$ cat config.mk
export PLATFORM = sky130hd
export DESIGN_NAME = utf8_to_utf16_decoder
export DESIGN_NICKNAME = d
export VERILOG_FILES = /design/src/hw/rtl/utd_pkg.sv /design/src/hw/rtl/utd_front.sv /design/src/hw/rtl/utd_fifo.sv /design/src/hw/rtl/utd_back.sv /design/src/hw/rtl/utf8_to_utf16_decoder.sv
export SDC_FILE = /design/constraint.sdc
export NUM_CORES = 1
export LEC_CHECK = 0
export BUFFER_PORTS_ARGS = -buffer_cell sky130_fd_sc_hd__buf_2
export CORE_AREA = 2 2 137 193
export CTS_CLUSTER_SIZE = 24
export DETAILED_ROUTE_END_ITERATION = 7
export DIE_AREA = 0 0 139 195
export GPL_ROUTABILITY_DRIVEN = 0
export PLACE_DENSITY = 0.67
export SYNTH_ARGS = -nofsm -noshare
export SYNTH_HDL_FRONTEND = slang
export SYNTH_SLANG_ARGS = --single-unit
$ cat constraint.sdc
create_clock -name clk_i -period 6.71 [get_ports clk_i]
set_input_delay 0.671 -clock clk_i [delete_from_list [all_inputs] [get_ports clk_i]]
set_output_delay 0.671 -clock clk_i [all_outputs]
set_load 0.01 [all_outputs]
$ cat src/hw/rtl/utd_pkg.sv
// Shared types and constants for the UTF-8 to UTF-16 decoder.
// No dependencies; imported by every other file of the block.
package utd_pkg;

  // Byte classification masks and patterns
  localparam logic [7:0] ContMask   = 8'hC0;
  localparam logic [7:0] ContPat    = 8'h80;
  localparam logic [7:0] Lead2Mask  = 8'hE0;
  localparam logic [7:0] Lead2Pat   = 8'hC0;
  localparam logic [7:0] Lead3Mask  = 8'hF0;
  localparam logic [7:0] Lead3Pat   = 8'hE0;
  localparam logic [7:0] Lead4Mask  = 8'hF8;
  localparam logic [7:0] Lead4Pat   = 8'hF0;

  localparam logic [20:0] BmpMax     = 21'h00FFFF;
  localparam logic [20:0] SuppBase   = 21'h010000;
  localparam logic [15:0] SurrHiBase = 16'hD800;
  localparam logic [15:0] SurrLoBase = 16'hDC00;
  localparam logic [15:0] LimitMax   = 16'hFFFF;

  // Decoupling queue depth between front and back
  localparam int unsigned QDepth = 4;
  localparam int unsigned QPtrW  = $clog2(QDepth);
  localparam int unsigned QCntW  = $clog2(QDepth + 1);

  // One queue entry: the units caused by one accepted byte
  typedef struct packed {
    logic [1:0]  n_data;   // data units carried, 0..2
    logic [15:0] unit0;
    logic [15:0] unit1;
    logic        term;     // terminator follows the data units
    logic [16:0] total;    // count reported on the terminator
    logic        stopped;  // halted by a bad or cut-off sequence
  } utd_entry_t;

endpackage

$ cat src/hw/rtl/utd_front.sv
// Front end: classifies each UTF-8 byte, tracks sequence state and builds
// one queue entry per byte. Depends on utd_pkg.
module utd_front import utd_pkg::*; (
  input  logic        clk_i,
  input  logic        rst_ni,
  input  logic        cfg_we_i,
  input  logic [16:0] cfg_wdata_i,
  input  logic        take_i,
  input  logic [7:0]  data_byte_i,
  input  logic        end_of_string_i,
  output logic        ent_valid_o,
  output utd_entry_t  ent_o
);

  logic [1:0]  pend_q, pend_d;
  logic [20:0] acc_q, acc_d;
  logic [15:0] uw_q, uw_d;
  logic        halt_q, halt_d;
  logic [15:0] limit_q, limit_d;

  logic [16:0] cap_m1;
  logic [20:0] acc_next;
  logic [20:0] cp;
  logic [20:0] supp_off;
  logic        emit;
  utd_entry_t  ent;

  // data-unit limit = capacity - 1, saturated, zero capacity -> 0
  assign cap_m1 = cfg_wdata_i - 17'd1;
  always_comb begin
    if (cfg_wdata_i == 17'd0) begin
      limit_d = 16'd0;
    end else if (cap_m1[16]) begin
      limit_d = LimitMax;
    end else begin
      limit_d = cap_m1[15:0];
    end
  end

  assign acc_next = {acc_q[14:0], data_byte_i[5:0]};
  assign cp       = acc_next;
  assign supp_off = cp - SuppBase;

  always_comb begin
    pend_d = pend_q;
    acc_d  = acc_q;
    uw_d   = uw_q;
    halt_d = halt_q;
    emit   = 1'b0;
    ent    = '0;

    if (data_byte_i != 8'd0 && !halt_q) begin
      if (pend_q != 2'd0) begin
        if ((data_byte_i & ContMask) == ContPat) begin
          pend_d = pend_q - 2'd1;
          if (pend_q == 2'd1) begin
            emit  = 1'b1;
            acc_d = '0;
          end else begin
            acc_d = acc_next;
          end
        end else begin
          // broken sequence: drop partial point, halt until string end
          halt_d = 1'b1;
          pend_d = 2'd0;
          acc_d  = '0;
        end
      end else if (uw_q < limit_q) begin
        if (!data_byte_i[7]) begin
          ent.n_data = 2'd1;
          ent.unit0  = {8'h00, data_byte_i};
        end else if ((data_byte_i & Lead2Mask) == Lead2Pat) begin
          acc_d  = {16'h0000, data_byte_i[4:0]};
          pend_d = 2'd1;
        end else if ((data_byte_i & Lead3Mask) == Lead3Pat) begin
          acc_d  = {17'd0, data_byte_i[3:0]};
          pend_d = 2'd2;
        end else if ((data_byte_i & Lead4Mask) == Lead4Pat) begin
          acc_d  = {18'd0, data_byte_i[2:0]};
          pend_d = 2'd3;
        end
      end
    end

    if (emit) begin
      if (cp > BmpMax) begin
        if (({1'b0, uw_q} + 17'd1) < {1'b0, limit_q}) begin
          ent.n_data = 2'd2;
          ent.unit0  = SurrHiBase + {5'b00000, supp_off[20:10]};
          ent.unit1  = SurrLoBase + {6'b000000, supp_off[9:0]};
        end
      end else if (uw_q < limit_q) begin
        ent.n_data = 2'd1;
        ent.unit0  = cp[15:0];
      end
    end

    uw_d = uw_q + {14'd0, ent.n_data};

    if (data_byte_i == 8'd0 || end_of_string_i) begin
      ent.term    = 1'b1;
      ent.total   = {1'b0, uw_d} + 17'd1;
      ent.stopped = halt_d | (pend_d != 2'd0);
      pend_d = 2'd0;
      acc_d  = '0;
      uw_d   = '0;
      halt_d = 1'b0;
    end
  end

  assign ent_o       = ent;
  assign ent_valid_o = take_i && ((ent.n_data != 2'd0) || ent.term);

  always_ff @(posedge clk_i or negedge rst_ni) begin
    if (!rst_ni) begin
      pend_q  <= '0;
      acc_q   <= '0;
      uw_q    <= '0;
      halt_q  <= 1'b0;
      limit_q <= LimitMax;
    end else begin
      if (cfg_we_i) begin
        limit_q <= limit_d;
      end
      if (take_i) begin
        pend_q <= pend_d;
        acc_q  <= acc_d;
        uw_q   <= uw_d;
        halt_q <= halt_d;
      end
    end
  end

endmodule

$ cat src/hw/rtl/utd_fifo.sv
// Short entry queue decoupling front end from back end.
// Depends on utd_pkg for the entry type and depth.
module utd_fifo import utd_pkg::*; (
  input  logic       clk_i,
  input  logic       rst_ni,
  input  logic       wr_i,
  input  utd_entry_t wdata_i,
  input  logic       rd_i,
  output utd_entry_t rdata_o,
  output logic       full_o,
  output logic       empty_o
);

  utd_entry_t       mem_q [QDepth];
  logic [QPtrW-1:0] wptr_q, rptr_q;
  logic [QCntW-1:0] cnt_q;

  assign full_o  = (cnt_q == QCntW'(QDepth));
  assign empty_o = (cnt_q == '0);
  assign rdata_o = mem_q[rptr_q];

  always_ff @(posedge clk_i) begin
    if (wr_i) begin
      mem_q[wptr_q] <= wdata_i;
    end
  end

  always_ff @(posedge clk_i or negedge rst_ni) begin
    if (!rst_ni) begin
      wptr_q <= '0;
      rptr_q <= '0;
      cnt_q  <= '0;
    end else begin
      if (wr_i) begin
        wptr_q <= wptr_q + QPtrW'(1);
      end
      if (rd_i) begin
        rptr_q <= rptr_q + QPtrW'(1);
      end
      if (wr_i && !rd_i) begin
        cnt_q <= cnt_q + QCntW'(1);
      end else if (!wr_i && rd_i) begin
        cnt_q <= cnt_q - QCntW'(1);
      end
    end
  end

endmodule

$ cat src/hw/rtl/utd_back.sv
// Back end: walks the units of the head queue entry, one result beat per pop.
// Depends on utd_pkg for the entry type.
module utd_back import utd_pkg::*; (
  input  logic        clk_i,
  input  logic        rst_ni,
  input  utd_entry_t  head_i,
  input  logic        head_empty_i,
  input  logic        pop_i,
  output logic        head_pop_o,
  output logic [15:0] code_unit_o,
  output logic        last_o,
  output logic [16:0] total_units_o,
  output logic        stopped_early_o
);

  logic [1:0] idx_q, idx_d;
  logic [1:0] n_units;
  logic       is_data;
  logic       last_beat;
  logic       beat;

  assign n_units   = head_i.n_data + {1'b0, head_i.term};
  assign is_data   = (idx_q < head_i.n_data);
  assign last_beat = (idx_q == (n_units - 2'd1));
  assign beat      = pop_i && !head_empty_i;
  assign head_pop_o = beat && last_beat;

  always_comb begin
    if (is_data) begin
      code_unit_o     = (idx_q == 2'd0) ? head_i.unit0 : head_i.unit1;
      last_o          = 1'b0;
      total_units_o   = '0;
      stopped_early_o = 1'b0;
    end else begin
      code_unit_o     = '0;
      last_o          = 1'b1;
      total_units_o   = head_i.total;
      stopped_early_o = head_i.stopped;
    end
  end

  always_comb begin
    idx_d = idx_q;
    if (beat) begin
      idx_d = last_beat ? 2'd0 : idx_q + 2'd1;
    end
  end

  always_ff @(posedge clk_i or negedge rst_ni) begin
    if (!rst_ni) begin
      idx_q <= '0;
    end else begin
      idx_q <= idx_d;
    end
  end

endmodule

$ cat src/hw/rtl/utf8_to_utf16_decoder.sv
// UTF-8 to UTF-16 decoder, top level.
// Depends on utd_pkg, utd_front, utd_fifo and utd_back.
//
// Usage:
//  - Input is a queue write port: a byte beat (data_byte_i, end_of_string_i)
//    is taken at a clock edge with push high and full low. One byte per
//    cycle is sustained; full rises only when the entry queue is backed up.
//  - Output is a queue read port: while empty is low the oldest UTF-16 unit
//    sits on code_unit_o/last_o/total_units_o/stopped_early_o, and a pop at
//    that edge consumes it. One unit per cycle leaves while pop is high and empty is low.
//  - A byte's units are registered in the queue, behind any units still queued.
//  - A byte yields 0 to 3 units (surrogate pair plus terminator at most);
//    those go out over consecutive pops, so a stalled reader fills the
//    4-entry queue and then pushes back through full.
//  - The capacity register (cfg_we_i/cfg_wdata_i) is to be written only while
//    the block is idle, which it does not check; reset sets it to 65536 units.
//  - Reset clears sequence state, unit count and the queue; no clearing
//    pass is needed, the block takes bytes in the first cycle after reset.
module utf8_to_utf16_decoder import utd_pkg::*; (
  input  logic        clk_i,
  input  logic        rst_ni,
  input  logic        cfg_we_i,
  input  logic [16:0] cfg_wdata_i,
  input  logic        push,
  output logic        full,
  input  logic [7:0]  data_byte_i,
  input  logic        end_of_string_i,
  output logic        empty,
  input  logic        pop,
  output logic [15:0] code_unit_o,
  output logic        last_o,
  output logic [16:0] total_units_o,
  output logic        stopped_early_o
);

  logic       take;
  logic       ent_valid;
  utd_entry_t ent;
  utd_entry_t head;
  logic       head_pop;

  // byte beat accepted
  assign take = push && !full;

  utd_front u_front (
    .clk_i          (clk_i),
    .rst_ni         (rst_ni),
    .cfg_we_i       (cfg_we_i),
    .cfg_wdata_i    (cfg_wdata_i),
    .take_i         (take),
    .data_byte_i    (data_byte_i),
    .end_of_string_i(end_of_string_i),
    .ent_valid_o    (ent_valid),
    .ent_o          (ent)
  );

  // bytes producing no unit never occupy a slot
  utd_fifo u_fifo (
    .clk_i  (clk_i),
    .rst_ni (rst_ni),
    .wr_i   (ent_valid),
    .wdata_i(ent),
    .rd_i   (head_pop),
    .rdata_o(head),
    .full_o (full),
    .empty_o(empty)
  );

  utd_back u_back (
    .clk_i          (clk_i),
    .rst_ni         (rst_ni),
    .head_i         (head),
    .head_empty_i   (empty),
    .pop_i          (pop),
    .head_pop_o     (head_pop),
    .code_unit_o    (code_unit_o),
    .last_o         (last_o),
    .total_units_o  (total_units_o),
    .stopped_early_o(stopped_early_o)
  );

endmodule
==> results_dict.tcl <==
set metrics [dict create \
    synth_area_leaders "edfxtp_1 45%, dfrtp_1 8.6%, mux4_2 8.4%, ha_1 4.6%, dfstp_2 3.3%" \
    dpl-instance-area_mm2 0.01316 \
    power.density_mw_per_mm2 368.1 \
    status "finished, final reports clean" \
    fillCellCount 2129 \
    pwr-share-comb_pct 33.1 \
    start_util_pct 49.82 \
    finalHoldViolations 0 \
    skew_ns 0.01364 \
    die-area_mm2 0.02711 \
    required_ns 7.03 \
    cp-end-kind "flop" \
    io_buffer_count 67 \
    synth_edf_count 188 \
    coreArea_mm2 0.02521 \
    cap_violations 0 \
    max_freq_ghz 0.1702 \
    worstPathArrival_ns 6.19 \
    clk_pin_slew_ns 0.06 \
    cellLeakagePower_nw 5.314 \
    clkLatencyLatePin_ns 0.52 \
    post-route-drc-count 0 \
    io_pins 68 \
    ant_nets 0 \
    grt_setup_unrepaired "false" \
    swShare_pct 33.07 \
    dr.pass1.iters 5 \
    hold_buffers 0 \
    areaGrowthSynthToFinish_pct 10.67 \
    dp_hpwl_um 19020 \
    ys_ff_latch 247 \
    die_y_um 195 \
    grt_first_pass_wirelength_um 45070 \
    setup_viol 0 \
    clkPwrFrac_pct 25.1 \
    syn_inst 967 \
    p_sw_mw 1.692 \
    dp.cells 1308 \
    synth_nets 1046 \
    dieWidth_um 139 \
    multiInputGateArea_mm2 0.005030 \
    root_buffer "clkbuf_16" \
    syn_area_mm2 0.01256 \
    p_int_mw 3.424 \
    seqCellArea_mm2 0.007147 \
    tritoncts "done" \
    max-slew-margin-rel_pct 27.81 \
    synth_cell_types 72 \
    cts_post_setup_buffers_inserted 0 \
    via_count 8018 \
    clk_path_buf_depth 3 \
    async_flop_share_pct 23.89 \
    min_period_over_period_pct 87.55 \
    clkSinkCount 247 \
    synth_top_area_share_pct 44.95 \
    finalWirelength_um 27870 \
    worst_pin_slew_ns 1.071 \
    final_max_slew_viol_count 0 \
    detail_route.vias_per_cell 5.930 \
    antenna_found_initial 0 \
    row_count 69 \
    design_area_mm2 0.01390 \
    synth_ff_type "edfxtp_1" \
    setup_ws_ns 0.8353 \
    cts_buffers 24 \
    hold_path_class "in -> async" \
    post_cts_resized 0 \
    grt_pass1_vias 8248 \
    crit_type "reg -> reg" \
    yosys.area.top_type "edfxtp_1" \
    path_max_fanout 34 \
    tns_ns 0 \
    layout.nets 1094 \
    synth.avg_cell_area_um2 12.99 \
    grt.overflow.total 0 \
    place_ws_ns 0.9437 \
    drive_above_1_share_pct 18.99 \
    power_mw 5.116 \
    drt_iter0_drc 557 \
    seqPwrFrac_pct 41.8 \
    wire_per_inst_um 20.61 \
    grt_max_degree 60 \
    yosys_warnings 0 \
    yosysSeqAreaShare_pct 56.87 \
    finalCriticalPeriod_ns 5.875 \
    vdd_drop_max_v 0.0002325 \
    cts-htree-levels 1 \
    grt_usage_pct 20.85 \
    cp-start-kind "flop" \
    stdcell_count 1352 \
]
## routing by layer
metal  wire [um]  track usage [%]  share of wire, %  vias to the layer above
li1            -                -                 -                     3779
met1       11570            26.11                42                     4016
met2       14660            38.15                53                      184
met3        1012            2.428               3.6                       39
met4         628            5.948               2.3                        0
met5           0                0                 0                        -
## sequential cells by signal, summed over array words and instances, names as in the netlist, 2 cells and up
| register | flops |
|---|---|
| u_fifo.cnt_q | 3 |
| u_fifo.rptr_q | 2 |
| u_fifo.mem_q | 188 |
| u_fifo.wptr_q | 2 |
| u_front.limit_q | 16 |
| u_front.pend_q | 2 |
| u_front.acc_q | 15 |
| u_front.uw_q | 16 |
| u_back.idx_q | 2 |
## power groups by stage
stage	Combinational, mW	Clock (mW)	Sequential, mW
finish	1.70	1.28	2.14
floorplan	1.29	0	2.03
global placement	1.71	0	2.17
detailed placement	1.73	0	2.18
global route	1.87	1.37	2.18
CTS	1.73	1.31	2.15
## logic make-up after synthesis
| logic type | synth area share (%) |
|---|---|
| and+or+nand+nor | 11.29 |
| muxes | 9.953 |
| xor gates and xnor gates | 3.766 |
| adders and majority gates | 5.161 |
| DFF | 56.87 |
| buffers and inverters | 3.188 |
| AOI/OAI and AO/OA | 9.774 |
## synthesized netlist by cell type, drive strengths merged, types with 5 or more instances
cell type,n
edfxtp,188
nor2,62
nand2,54
mux4,47
ha,46
inv,45
dfrtp,43
a21oi,41
and2,33
clkbuf,32
o21ai,30
xnor2,30
nor3,24
xor2,24
a22o,23
buf,23
nand3,21
dfstp,16
nor4,15
nand4,14
o211ai,14
mux2i,12
a21o,10
and3,7
nand2b,7
o31ai,7
or3,7
or4,7
mux2,6
nor2b,6
o22ai,6
nor3b,5
o311a,5
## worst max-delay path, stage by stage, from the launching register on
cell and delay, ns:
dfrtp_1 0.62, nand2_1 0.31, nor3_1 0.41, nand2_1 0.17, nor2_1 0.16, xor2_1 0.17
ha_1 0.25, nor2b_1 0.14, nor4_1 0.24, nand2_1 0.15, nor3_2 0.16, buf_4 0.37
ha_1 0.31, a21o_1 0.19, a21boi_0 0.38, o21ai_0 0.23, or4_1 0.67, or3_1 0.41
a21oi_1 0.29
## metrics by stage
stage          utilization, %  hold WS, ns
2_1_floorplan               -       0.3754
6_report                55.13       0.3219
4_1_cts                 55.12       0.3456
5_1_grt                 55.12       0.3867
3_5_place_dp            52.20       0.4806
3_3_place_gp            52.20       0.4732
## cells in the final DEF, fill, tap and decap left out, types with 4 or more instances in the layout
cell	count
and3_1	7
nand4_1	14
a21o_1	10
o22ai_1	6
inv_1	45
o211ai_1	14
o21ai_0	30
nor2_1	62
nand2_1	54
o21a_1	4
xnor2_1	30
clkbuf_1	5
nor3_1	23
a22o_1	23
nor4_1	15
nand2b_1	7
mux2i_1	12
or3_1	7
dfrtp_1	41
mux4_2	47
or4_1	7
mux2_2	5
and2_1	33
buf_4	10
clkbuf_16	25
nor2b_1	6
dfstp_2	16
clkinv_1	6
nor3b_1	5
clkinv_2	4
a21oi_1	40
buf_2	67
nand3_1	21
xor2_1	24
edfxtp_1	188
o311a_2	4
ha_1	46
o31ai_1	7
## worst paths after layout
check	endpoint	slack (ns)	startpoint	depth (start not counted)
max	u_fifo.mem_q[2][13]$_DFFE_PP_	0.84	u_front.uw_q[5]$_DFFE_PN0P_	18
min in group clk_i	u_front.limit_q[11]$_DFFE_PN1P_	0.48	cfg_wdata_i[11]	4
min reg2reg	u_fifo.cnt_q[2]$_DFFE_PN0P_	0.50	u_fifo.cnt_q[2]$_DFFE_PN0P_	1
min	u_front.uw_q[14]$_DFFE_PN0P_	0.32	rst_ni	2
max in group asynchronous	u_fifo.rptr_q[0]$_DFFE_PN0P_	5.76	rst_ni	2
max reg2reg	u_fifo.mem_q[2][13]$_DFFE_PP_	0.84	u_front.uw_q[5]$_DFFE_PN0P_	18
## cell type report
| cell class | instances | area share [%] |
|---|---|---|
| well taps | 319 | 2.872 |
| diodes | 1 | 0.01801 |
| clock buffers | 30 | 4.636 |
| multi-input cells | 619 | 36.19 |
| clock inverters | 13 | 0.6662 |
| flip-flops and latches | 247 | 51.42 |
| inverters | 46 | 1.242 |
| repair buffers | 77 | 2.953 |
No activity file was read; power rests on OpenSTA's default activity.
